==> config.mk <==
export PLATFORM = sky130hd
export DESIGN_NAME = tlpq_ctrl
export DESIGN_NICKNAME = d
export VERILOG_FILES = /design/src/design/tlpq_pkg.sv /design/src/design/tlpq_ctrl.sv
export SDC_FILE = /design/constraint.sdc
export NUM_CORES = 1
export LEC_CHECK = 0
export BUFFER_PORTS_ARGS = -buffer_cell sky130_fd_sc_hd__buf_2
export CAP_MARGIN = 20
export CORE_AREA = 4 4 41 43
export CTS_CLUSTER_DIAMETER = 60
export DETAILED_ROUTE_END_ITERATION = 6
export DIE_AREA = 0 0 45 47
export PLACE_DENSITY = 0.32
export SYNTH_ARGS = -nofsm -noshare
export SYNTH_HDL_FRONTEND = slang
export SYNTH_SLANG_ARGS = --single-unit
export TNS_END_PERCENT = 20
==> constraint.sdc <==
create_clock -name clk -period 2.97 [get_ports clk]
set_input_delay 0.891 -clock clk [delete_from_list [all_inputs] [get_ports clk]]
set_output_delay 0.891 -clock clk [all_outputs]
set_load 0.03 [all_outputs]
==> src/design/tlpq_pkg.sv <==
`default_nettype none

package tlpq_pkg;

    // field widths of the stream payloads
    localparam int VALUE_W     = 32;
    localparam int CLASS_W     = 2;
    localparam int STATUS_W    = 2;
    localparam int OUT_CNT_W   = 7;
    localparam int NUM_CLASSES = 3;

    // packed stream widths
    localparam int IN_DATA_W  = 32;
    localparam int IN_USER_W  = 3;
    localparam int OUT_DATA_W = 64;
    localparam int OUT_USER_W = 2;

    // request kinds
    localparam logic REQ_PUSH = 1'b0;
    localparam logic REQ_POP  = 1'b1;

    // class codes
    localparam logic [CLASS_W-1:0] CLASS_HIGH   = 2'd0;
    localparam logic [CLASS_W-1:0] CLASS_MEDIUM = 2'd1;
    localparam logic [CLASS_W-1:0] CLASS_LOW    = 2'd2;

    // result status codes
    localparam logic [STATUS_W-1:0] STATUS_OK    = 2'd0;
    localparam logic [STATUS_W-1:0] STATUS_EMPTY = 2'd1;
    localparam logic [STATUS_W-1:0] STATUS_FULL  = 2'd2;

    // controller states
    typedef enum logic [1:0] {
        ST_IDLE,
        ST_EXEC,
        ST_READ,
        ST_LOAD
    } tlpq_state_t;

    // commands from controller to datapath
    typedef struct packed {
        logic capture;
        logic exec;
        logic read;
        logic load;
    } tlpq_cmd_t;

    // status from datapath to controller
    typedef struct packed {
        logic out_free;
    } tlpq_stat_t;

endpackage

`default_nettype wire

==> src/design/tlpq_ctrl.sv <==
`default_nettype none

module tlpq_ctrl (
    input  logic                   clk,
    input  logic                   rst_n,
    input  logic                   in_valid,
    output logic                   in_ready,
    output tlpq_pkg::tlpq_cmd_t    cmd,
    input  tlpq_pkg::tlpq_stat_t   stat
);
    import tlpq_pkg::*;

    tlpq_state_t state_reg;
    tlpq_state_t state_next;

    // state register
    always_ff @(posedge clk or negedge rst_n)
    begin
        if (!rst_n)
        begin
            state_reg <= ST_IDLE;
        end
        else
        begin
            state_reg <= state_next;
        end
    end

    // next state
    always_comb
    begin
        state_next = state_reg;
        case (state_reg)
            ST_IDLE:
            begin
                if (in_valid)
                begin
                    state_next = ST_EXEC;
                end
            end
            ST_EXEC:
            begin
                state_next = ST_READ;
            end
            ST_READ:
            begin
                state_next = ST_LOAD;
            end
            ST_LOAD:
            begin
                if (stat.out_free)
                begin
                    state_next = ST_IDLE;
                end
            end
            default:
            begin
                state_next = ST_IDLE;
            end
        endcase
    end

    // outputs
    always_comb
    begin
        in_ready    = 1'b0;
        cmd.capture = 1'b0;
        cmd.exec    = 1'b0;
        cmd.read    = 1'b0;
        cmd.load    = 1'b0;
        case (state_reg)
            ST_IDLE:
            begin
                in_ready    = 1'b1;
                cmd.capture = in_valid;
            end
            ST_EXEC:
            begin
                cmd.exec = 1'b1;
            end
            ST_READ:
            begin
                cmd.read = 1'b1;
            end
            ST_LOAD:
            begin
                cmd.load = stat.out_free;
            end
            default:
            begin
                in_ready = 1'b0;
            end
        endcase
    end

endmodule

`default_nettype wire

==> results of run 1 <==
[layer usage]
layer / up-vias / share of wire [%] / GRT usage, %
met5: - / 0 / 0
met4: 0 / 0 / 8.77
met3: 0 / 12 / 3.83
met2: 5 / 46 / 4.80
met1: 59 / 42 / 5.45
li1: 71 / - / -
[per-stage QoR]
| stage | total power, mW | instances | utilization, % | hold slack (ps) |
|---|---|---|---|---|
| 3_5_place_dp | 0.262 | 38 | 17.9 | 566 |
| 4_1_cts | 0.328 | 41 | 19.6 | 435 |
| 6_report | 0.317 | 41 | 19.6 | 446 |
| 5_1_grt | 0.355 | 41 | 19.6 | 423 |
| 2_1_floorplan | 0.223 | 15 | - | 526 |
| 3_3_place_gp | 0.263 | 38 | 17.9 | 572 |
[report_power, final]
part / switching (mW) / internal [mW] / leakage [nW]
logic: 0.112 / 0.0863 / 0.108
registers: 0.0152 / 0.0432 / 0.0235
clock network: 0.0153 / 0.0446 / 0.0138
total: 0.143 / 0.174 / 0.145
[layout by cell type, fill, tap and decap left out]
cell / count
sky130_fd_sc_hd__a21oi_2: 1
sky130_fd_sc_hd__and2_1: 1
sky130_fd_sc_hd__and2_2: 1
sky130_fd_sc_hd__buf_2: 8
sky130_fd_sc_hd__clkbuf_4: 3
sky130_fd_sc_hd__dfrtp_1: 2
sky130_fd_sc_hd__ha_1: 4
sky130_fd_sc_hd__inv_1: 3
sky130_fd_sc_hd__mux2_4: 1
sky130_fd_sc_hd__nor2b_4: 1
sky130_fd_sc_hd__o32a_2: 1
[worst max path at each step]
stage,slack [ps],depth (start not counted),end,from
floorplan,870,3,cmd[3],state_reg[0]
global route,710,3,cmd[0],stat
global placement,720,3,cmd[0],stat
CTS,720,3,cmd[0],stat
detailed placement,720,3,cmd[0],stat
finish,720,3,cmd[0],stat
[cell type report]
type                            count  area, µm²
Sequential cell                     2       50.0
Tap cell                           15       18.8
Inverter                            3       11.3
Timing Repair Buffer                8       40.0
Clock buffer                        3       22.5
Multi-Input combinational cell     10        113
Fill cell                         154       1050
[cell families (layout without fill, tap and decap cells)]
logic type / count (synthesis) / after routing / share of synthesized area [%]
compound gates: 2 / 2 / 11.5
buf+inv: 3 / 14 / 6.47
mux: 1 / 1 / 8.63
fa+ha+maj: 4 / 4 / 28.8
flops: 2 / 2 / 28.8
simple gates: 3 / 3 / 15.8
==> results.txt, run 1 <==
----------------------------------------------------
[Placed design]
  Input/output buffers ... 8
  HPWL reported at the end of detailed placement ... 264 µm
  Post-placement setup slack ... 717 ps
  Placed instance area ... 233 µm²
  Final GP Congestion ... 0.687

[Critical path]
  Critical path launch point type ... input port
  Worst path most repeated cell ... sky130_fd_sc_hd__buf_2
  Cell class contributing the biggest share of worst-path delay ... buffers and inverters
  Count of buffer and inverter cells on the critical path ... 2
  Worst-path cell with the longest stage delay ... sky130_fd_sc_hd__and2_2
  Start-to-end type of the worst setup path ... input port to primary output
  Data required time of the worst path ... 2080 ps
  Destination of the worst register-to-register timing path ... state_reg[1]
  Cell Chain, Critical Path ... buf_2, and2_2, buf_2
  R2R depth ... 4
  Launching point of the worst reg2reg path ... state_reg[0]
  Type of destination of the critical path ... primary output
  Reg-to-reg slack, setup ... 1660 ps
  Max Fanout on Critical Path ... 2
  CP max stage delay ... 180 ps
  Critical Path AT ... 1360 ps

[Route]
  Mean number of vias per cell ... 3.29
  Post-detailed-route count of antenna-violating nets ... 0
  Count of unresolved DRC violations after routing ... 0
  Detailed-route wire length per cell ... 7.83 µm
  Detailed Routing Iterations Pass 1 ... 2
  Total via count after detailed routing ... 135
  Detailed-route wire length ... 321 µm
  Initial DRC Count ... 1

[CTS]
  Number of cells upsized or downsized after cts ... 0
  Root Buffer ... sky130_fd_sc_hd__clkbuf_4
  Clock slew at the register clock pins of the worst setup and hold paths ... 30 ps
  Number of CTS-inserted buffers ... 3
  Cts-stage hold buffer count ... 0
  Clk Latency, worst-skew pair ... 220 ps
  Setup repair bufs after CTS ... 0
  Clock Sink Count ... 2
  CTS tree ... yes
  Maximum number of buffers from clock root to sink ... 2
  Deepest level of the CTS H-tree ... 1

[Power and ir drop]
  Cell area power density ... 1240 nW/µm²
  Max rail drop VDD ... 300 µV
  Lkg Pwr ... 0.145 nW

[Run]
  Max-cap check violation count ... 0

[Yosys]
  Instance count of the mapped netlist ... 15
  Cell taking the most area after synthesis ... sky130_fd_sc_hd__dfrtp_1
  Most common cell in the synthesized netlist ... sky130_fd_sc_hd__ha_1
  Mean instance size in the synthesized netlist ... 11.6 µm²
  Number of enable-type register cells in the synthesized netlist ... 0
  Net count after synthesis ... 23
  Leading post-synthesis cells by cell area ... sky130_fd_sc_hd__dfrtp_1, sky130_fd_sc_hd__ha_1, sky130_fd_sc_hd__mux2_4
  Sequential element share of the synthesized area ... 28.8%
  Most frequent cells after synthesis ... sky130_fd_sc_hd__ha_1, sky130_fd_sc_hd__inv_1, sky130_fd_sc_hd__dfrtp_1
  Warning count from the yosys run ... 0
  Area fraction of the dominant cell type after synthesis ... 28.8%
  Area of the mapped netlist ... 174 µm²
  Netlist cell types ... 9
  Flip-flop cell with the highest count after synthesis ... sky130_fd_sc_hd__dfrtp_1
  Async set-or-reset flop fraction in the synthesized netlist ... 100%
  Synthesized flop and latch total ... 2

[Cells and area]
  NumNets Final ... 36
  Number of flip-flops in the largest register ... 2
  Post-layout instance area ... 255 µm²
  Share of post-route cells with drive strength above 1 ... 61.5%
  Layout Area Growth over Synthesis ... 46.8%
  Number of inserted diodes ... 0

[GRT]
  Largest net degree at the start of global routing ... 5
  Vias in the first global route ... 148
  First-pass GRT wire length ... 655 µm
  Total congestion overflow after global routing ... 0
  Initial antenna violation count ... 0
  Global routing usage summed across all routing layers ... 5.21%

[Floorplanning]
  I/O pins ... 9
  Standard cell core area ... 1300 µm²
  Die Area ... 2120 µm²
  Number of cell rows ... 13
  Width of the die ... 45 µm
  Height of the die ... 47 µm
  Effective utilization at floorplan ... 13.4%

[STA]
  Number of failing setup endpoints in the final timing report ... 0
  Transition time of the tightest slew-check pin ... 157 ps
  Max-slew headroom at the worst pin ... 89.6%
  Final max-slew violation count ... 0
  Worst clock skew on the final layout ... 0.830 ps
  Sum of negative setup slack ... 0 ps
  Minimum period implied by the final worst setup slack ... 2250 ps
  Setup repair after global routing missed its margin ... false
  F_max ... 445 MHz
  Number of hold violations in the final report ... 0
  Final worst-path setup slack ... 721 ps
  Tcrit/Tclk final ... 75.7%

[Min path]
  Class of the tightest hold or removal check ... input port to asynchronous set/reset pin

[Outcome]
  Result of the run ... completed

----------------------------------------------------
No activity file was read; power rests on OpenSTA's default activity.
==> run 2: changes to the inputs <==
--- a/config.mk
+++ b/config.mk
@@ -11,7 +11,7 @@
 export CTS_CLUSTER_DIAMETER = 60
 export DETAILED_ROUTE_END_ITERATION = 6
 export DIE_AREA = 0 0 45 47
-export PLACE_DENSITY = 0.32
+export PLACE_DENSITY = 0.33
 export SYNTH_ARGS = -nofsm -noshare
 export SYNTH_HDL_FRONTEND = slang
 export SYNTH_SLANG_ARGS = --single-unit
==> constraint.sdc (replaced) <==
create_clock -name clk -period 1.98 [get_ports clk]
set_input_delay 0.594 -clock clk [delete_from_list [all_inputs] [get_ports clk]]
set_output_delay 0.594 -clock clk [all_outputs]
set_load 0.03 [all_outputs]
==> run 2 against run 1 <==
Against the previous run: die area is the same; flip-flop and latch count is the same; core utilization is the same; critical path type is now flop to primary output.
==> results.txt, run 2 (same netlist as run 1, synthesis figures left out) <==
----------------------------------------------------
[Critical path]
  Destination of the worst register-to-register timing path ... state_reg[1]
  Reg-to-reg slack, setup ... 650 ps (-1010 ps)
  Type of destination of the critical path ... primary output
  Cell Chain, Critical Path ... inv_1, ha_1, and2_1, buf_2
  Max Fanout on Critical Path ... 4 (+2)
  Logic depth of the worst setup path including buffers ... 4 (+1)
  Launching point of the worst reg2reg path ... state_reg[0]
  Crit path from ... state_reg[0]
  Start-to-end type of the worst setup path ... flop to primary output
  Cell class contributing the biggest share of worst-path delay ... flip-flops
  Critical Path AT ... 1290 ps (-70 ps)
  Critical path launch point type ... flop
  Count of buffer and inverter cells on the critical path ... 2 (unchanged)
  Setup crit end ... cmd[3]
  CP max stage delay ... 400 ps (+220 ps)
  Data required time of the worst path ... 1390 ps (-690 ps)
  R2R depth ... 4 (unchanged)
  Worst-path cell with the longest stage delay ... sky130_fd_sc_hd__dfrtp_1

[Route]
  Initial DRC Count ... 0 (-1)
  Detailed-route wire length ... 374 µm (+17%)
  Detailed Routing Iterations Pass 1 ... 1 (-1)
  Count of unresolved DRC violations after routing ... 0 (unchanged)
  Post-detailed-route count of antenna-violating nets ... 0 (unchanged)
  Detailed-route wire length per cell ... 9.12 µm (+17%)
  Total via count after detailed routing ... 141 (+4.4%)
  Mean number of vias per cell ... 3.44 (+4.4%)

[Floorplanning]
  Number of cell rows ... 13 (unchanged)
  I/O pins ... 9 (unchanged)
  Standard cell core area ... 1300 µm² (unchanged)
  Die Area ... 2120 µm² (unchanged)
  Effective utilization at floorplan ... 13.4% (unchanged)
  Width of the die ... 45 µm (unchanged)
  Height of the die ... 47 µm (unchanged)

[Power and ir drop]
  Cell internal power dissipation ... 263 µW (+51%)
  Total power of the final layout ... 486 µW (+54%)
  Switching share of total power ... 46.0% (+0.90 points)
  Max rail drop VDD ... 474 µV (+58%)
  Portion of total power attributed to the clock network ... 18.9% (about the same)
  Cell area power density ... 1910 nW/µm² (+54%)
  Lkg Pwr ... 0.145 nW (unchanged)
  Logic gate share of total power ... 63.0% (+0.3 points)
  P_sw ... 224 µW (+57%)
  Share of power burned in registers ... 18.2% (-0.2 points)

[CTS]
  Deepest level of the CTS H-tree ... 1 (unchanged)
  Clock Sink Count ... 2 (unchanged)
  Root Buffer ... sky130_fd_sc_hd__clkbuf_4
  Cts-stage hold buffer count ... 0 (unchanged)
  Clk Latency, worst-skew pair ... 230 ps (about the same)
  Clock slew at the register clock pins of the worst setup and hold paths ... 30 ps (about the same)
  Setup repair bufs after CTS ... 0 (unchanged)
  Number of CTS-inserted buffers ... 3 (unchanged)
  CTS tree ... yes
  Maximum number of buffers from clock root to sink ... 2 (unchanged)
  Number of cells upsized or downsized after cts ... 0 (unchanged)

[Cells and area]
  Core occupancy in the finished layout ... 19.6% (unchanged)
  Layout Area Growth over Synthesis ... 46.8% (unchanged)
  Post-layout instance area ... 255 µm² (unchanged)
  Post-route non-filler standard cell count ... 41 (unchanged)
  NumNets Final ... 36 (unchanged)
  Share of post-route cells with drive strength above 1 ... 61.5% (unchanged)
  Number of inserted diodes ... 0 (unchanged)
  Most frequent cells in the layout ... sky130_fd_sc_hd__buf_2, sky130_fd_sc_hd__ha_1, sky130_fd_sc_hd__inv_1, sky130_fd_sc_hd__clkbuf_4, sky130_fd_sc_hd__dfrtp_1
  Commonest non-fill, non-tap cell in the layout ... sky130_fd_sc_hd__buf_2
  Number of flip-flops in the largest register ... 2 (unchanged)

[GRT]
  First-pass GRT wire length ... 641 µm (-2.1%)
  Initial antenna violation count ... 0 (unchanged)
  Global routing usage summed across all routing layers ... 4.81% (-0.40 points)
  Total congestion overflow after global routing ... 0 (unchanged)
  Vias in the first global route ... 158 (+6.8%)
  Largest net degree at the start of global routing ... 5 (unchanged)

[STA]
  Tcrit/Tclk final ... 94.9%
  Final hold slack ... 146 ps (-300 ps)
  Number of hold violations in the final report ... 0 (unchanged)
  Max-slew headroom at the worst pin ... 89.8% (+0.15 points)
  Number of failing setup endpoints in the final timing report ... 0 (unchanged)
  Minimum period implied by the final worst setup slack ... 1880 ps
  Sum of negative setup slack ... 0 ps (unchanged)
  F_max ... 532 MHz
  Final worst-path setup slack ... 100 ps (-621 ps)
  Transition time of the tightest slew-check pin ... 154 ps (-3.29 ps)
  Setup repair after global routing missed its margin ... false
  Final max-slew violation count ... 0 (unchanged)
  Worst clock skew on the final layout ... 0.883 ps (+0.0536 ps)

[Placed design]
  Post-placement setup slack ... 325 ps (-393 ps)
  Input/output buffers ... 8 (unchanged)
  Final GP Congestion ... 0.613 (-11%)
  HPWL reported at the end of detailed placement ... 291 µm (+10%)
  Cell count after placement ... 38 (unchanged)
  Placed instance area ... 233 µm² (unchanged)

[Run]
  Max-cap check violation count ... 0 (unchanged)

[Min path]
  Class of the tightest hold or removal check ... input port to asynchronous set/reset pin

[Outcome]
  Result of the run ... completed

----------------------------------------------------
run 2: how the worst min path moves through the flow:
stage | end | depth (start not counted)
floorplan | state_reg[0] | 0
global placement | state_reg[1] | 1
detailed placement | state_reg[0] | 1
CTS | state_reg[1] | 1
global route | state_reg[0] | 1
finish | state_reg[1] | 1
run 2: metal layers:
metal / part of all wire (%) / routed length (µm) / global-route usage, % / up-vias
met5: 0 / 0 / 0 / -
li1: - / - / - / 70
met2: 48 / 179 / 6.21 / 8
met3: 8.0 / 30 / 1.15 / 2
met4: 3.7 / 14 / 8.77 / 0
met1: 40 / 148 / 4.76 / 61
run 2: layout make-up:
cell class	instances	area (µm²)
clock buffers	3	22.5
fillers	153	1050
inverters	3	11.3
multi-input cells	10	113
flip-flops and latches	2	50.0
well taps	15	18.8
repair buffers	8	40.0
run 2: power by group through the flow:
stage	clock network, mW	registers [mW]	logic, mW
2_1_floorplan	0	0.0829	0.251
3_3_place_gp	0	0.0885	0.306
3_5_place_dp	0	0.0885	0.314
4_1_cts	0.0987	0.0885	0.315
5_1_grt	0.106	0.0917	0.336
6_report	0.0917	0.0883	0.306
==> run 3: changes to the inputs <==
--- a/config.mk
+++ b/config.mk
@@ -11,7 +11,8 @@
 export CTS_CLUSTER_DIAMETER = 60
 export DETAILED_ROUTE_END_ITERATION = 6
 export DIE_AREA = 0 0 45 47
-export PLACE_DENSITY = 0.33
+export PLACE_DENSITY_LB_ADDON = 0.05
+export REMOVE_ABC_BUFFERS = 1
 export SYNTH_ARGS = -nofsm -noshare
 export SYNTH_HDL_FRONTEND = slang
 export SYNTH_SLANG_ARGS = --single-unit
==> run 3 against run 2 <==
Against the previous run: combinational power decreased by 3%; critical endpoint unchanged; die area unchanged; final area unchanged; cell count is the same; wire length shrank 11%; power is 2.7% lower; largest cell class unchanged; core utilization unchanged.
==> results.txt, run 3 (same netlist as run 1, synthesis figures left out) <==
----------------------------------------------------
[Cells and area]
  Post-layout instance area ... 255 µm² (unchanged)
  Number of flip-flops in the largest register ... 2 (unchanged)
  Commonest non-fill, non-tap cell in the layout ... sky130_fd_sc_hd__buf_2
  Most frequent cells in the layout ... sky130_fd_sc_hd__buf_2, sky130_fd_sc_hd__ha_1, sky130_fd_sc_hd__inv_1, sky130_fd_sc_hd__clkbuf_4, sky130_fd_sc_hd__dfrtp_1
  Share of post-route cells with drive strength above 1 ... 61.5% (unchanged)
  Core occupancy in the finished layout ... 19.6% (unchanged)
  Number of inserted diodes ... 0 (unchanged)
  Layout Area Growth over Synthesis ... 46.8% (unchanged)
  NumNets Final ... 36 (unchanged)

[GRT]
  Vias in the first global route ... 159 (+0.63%)
  First-pass GRT wire length ... 641 µm (unchanged)
  Total congestion overflow after global routing ... 0 (unchanged)
  Global routing usage summed across all routing layers ... 4.90% (+0.083 points)
  Largest net degree at the start of global routing ... 5 (unchanged)
  Initial antenna violation count ... 0 (unchanged)

[CTS]
  Root Buffer ... sky130_fd_sc_hd__clkbuf_4
  Clock slew at the register clock pins of the worst setup and hold paths ... 30 ps (about the same)
  Maximum number of buffers from clock root to sink ... 2 (unchanged)
  Number of cells upsized or downsized after cts ... 0 (unchanged)
  CTS tree ... yes
  Cts-stage hold buffer count ... 0 (unchanged)
  Clk Latency, worst-skew pair ... 220 ps (about the same)
  Setup repair bufs after CTS ... 0 (unchanged)
  Deepest level of the CTS H-tree ... 1 (unchanged)
  Number of CTS-inserted buffers ... 3 (unchanged)
  Clock Sink Count ... 2 (unchanged)

[STA]
  Sum of negative setup slack ... 0 ps (unchanged)
  Worst clock skew on the final layout ... 4.19 ps (+3.31 ps)
  F_max ... 542 MHz (+2.0%)
  Setup repair after global routing missed its margin ... false
  Number of hold violations in the final report ... 0 (unchanged)
  Minimum period implied by the final worst setup slack ... 1840 ps (-36.1 ps)
  Max-slew headroom at the worst pin ... 89.4% (-0.33 points)
  Final max-slew violation count ... 0 (unchanged)
  Number of failing setup endpoints in the final timing report ... 0 (unchanged)
  Final worst-path setup slack ... 137 ps (+36.1 ps)
  Tcrit/Tclk final ... 93.1% (-1.8 points)
  Transition time of the tightest slew-check pin ... 160 ps (+6.05 ps)

[Power and ir drop]
  Max rail drop VDD ... 391 µV (-18%)
  Lkg Pwr ... 0.145 nW (unchanged)
  Cell area power density ... 1850 nW/µm² (-2.7%)

[Floorplanning]
  Number of cell rows ... 13 (unchanged)
  Die Area ... 2120 µm² (unchanged)
  Width of the die ... 45 µm (unchanged)
  I/O pins ... 9 (unchanged)
  Height of the die ... 47 µm (unchanged)
  Effective utilization at floorplan ... 13.4% (unchanged)
  Standard cell core area ... 1300 µm² (unchanged)

[Critical path]
  Type of destination of the critical path ... primary output
  Max Fanout on Critical Path ... 4 (unchanged)
  Critical path launch point type ... flop
  Data required time of the worst path ... 1390 ps (about the same)
  Start-to-end type of the worst setup path ... flop to primary output
  Critical Path AT ... 1250 ps (-40 ps)

[Placed design]
  HPWL reported at the end of detailed placement ... 280 µm (-3.9%)
  Final GP Congestion ... 0.655 (+7.0%)
  Input/output buffers ... 8 (unchanged)
  Post-placement setup slack ... 326 ps (+1.77 ps)
  Placed instance area ... 233 µm² (unchanged)

[Run]
  Max-cap check violation count ... 0 (unchanged)

[Route]
  Amount of wire on met2 after detailed routing ... 176 µm (-1.7%)
  Highest routing layer actually used ... met3
  Detailed Routing Iterations Pass 1 ... 1 (unchanged)
  Count of unresolved DRC violations after routing ... 0 (unchanged)
  Detailed-route wire length per cell ... 8.15 µm (-11%)
  Post-detailed-route count of antenna-violating nets ... 0 (unchanged)
  Initial DRC Count ... 0 (unchanged)
  Metal3 WL ... 18 µm (-40%)
  M1 wire length ... 139 µm (-6.1%)
  Detailed-route wire length ... 334 µm (-11%)
  Total via count after detailed routing ... 137 (-2.8%)
  Mean number of vias per cell ... 3.34 (-2.8%)

[Min path]
  Class of the tightest hold or removal check ... input port to asynchronous set/reset pin

[Outcome]
  Result of the run ... completed

----------------------------------------------------
[run 3: layer usage]
metal | vias to the layer above | GRT usage (%)
met5 | - | 0
met4 | 0 | 7.02
met3 | 0 | 2.30
met2 | 5 | 6.21
met1 | 61 | 5.00
li1 | 71 | -
[run 3: final timing paths]
kind / start / end / slack [ps] / cells after the start
worst max register to register: state_reg[0] / state_reg[1] / 660 / 4
max in group asynchronous: rst_n / state_reg[1] / 1730 / 1
worst min-delay path: rst_n / state_reg[0] / 150 / 1
worst min register to register: state_reg[0] / state_reg[0] / 560 / 1
min in group clk: state_reg[0] / state_reg[0] / 560 / 1
worst max-delay path: state_reg[0] / cmd[3] / 140 / 4
[run 3: area by class of cell]
class                           count  area, µm²
Fill cell                         149       1050
Timing Repair Buffer                8       40.0
Sequential cell                     2       50.0
Clock buffer                        3       22.5
Inverter                            3       11.3
Tap cell                           15       18.8
Multi-Input combinational cell     10        113
[run 3: power breakdown]
group | internal, mW | total [mW] | switching [mW]
logic | 0.130 | 0.298 | 0.169
clock network | 0.0668 | 0.0887 | 0.0220
registers | 0.0648 | 0.0862 | 0.0214
total | 0.261 | 0.473 | 0.212
[run 3: critical path, cell delays in order (launching register included)]
cell and delay [ps]:
sky130_fd_sc_hd__dfrtp_1 400, sky130_fd_sc_hd__inv_1 90, sky130_fd_sc_hd__ha_1 220, sky130_fd_sc_hd__and2_1 140
sky130_fd_sc_hd__buf_2 180
[run 3: stage by stage]
step                power, mW  hold WS, ps  cells
finish                  0.473          148     41
global route            0.530          134     41
CTS                     0.491          137     41
detailed placement      0.394          381     38
global placement        0.404          379     38
floorplan               0.334          298     15
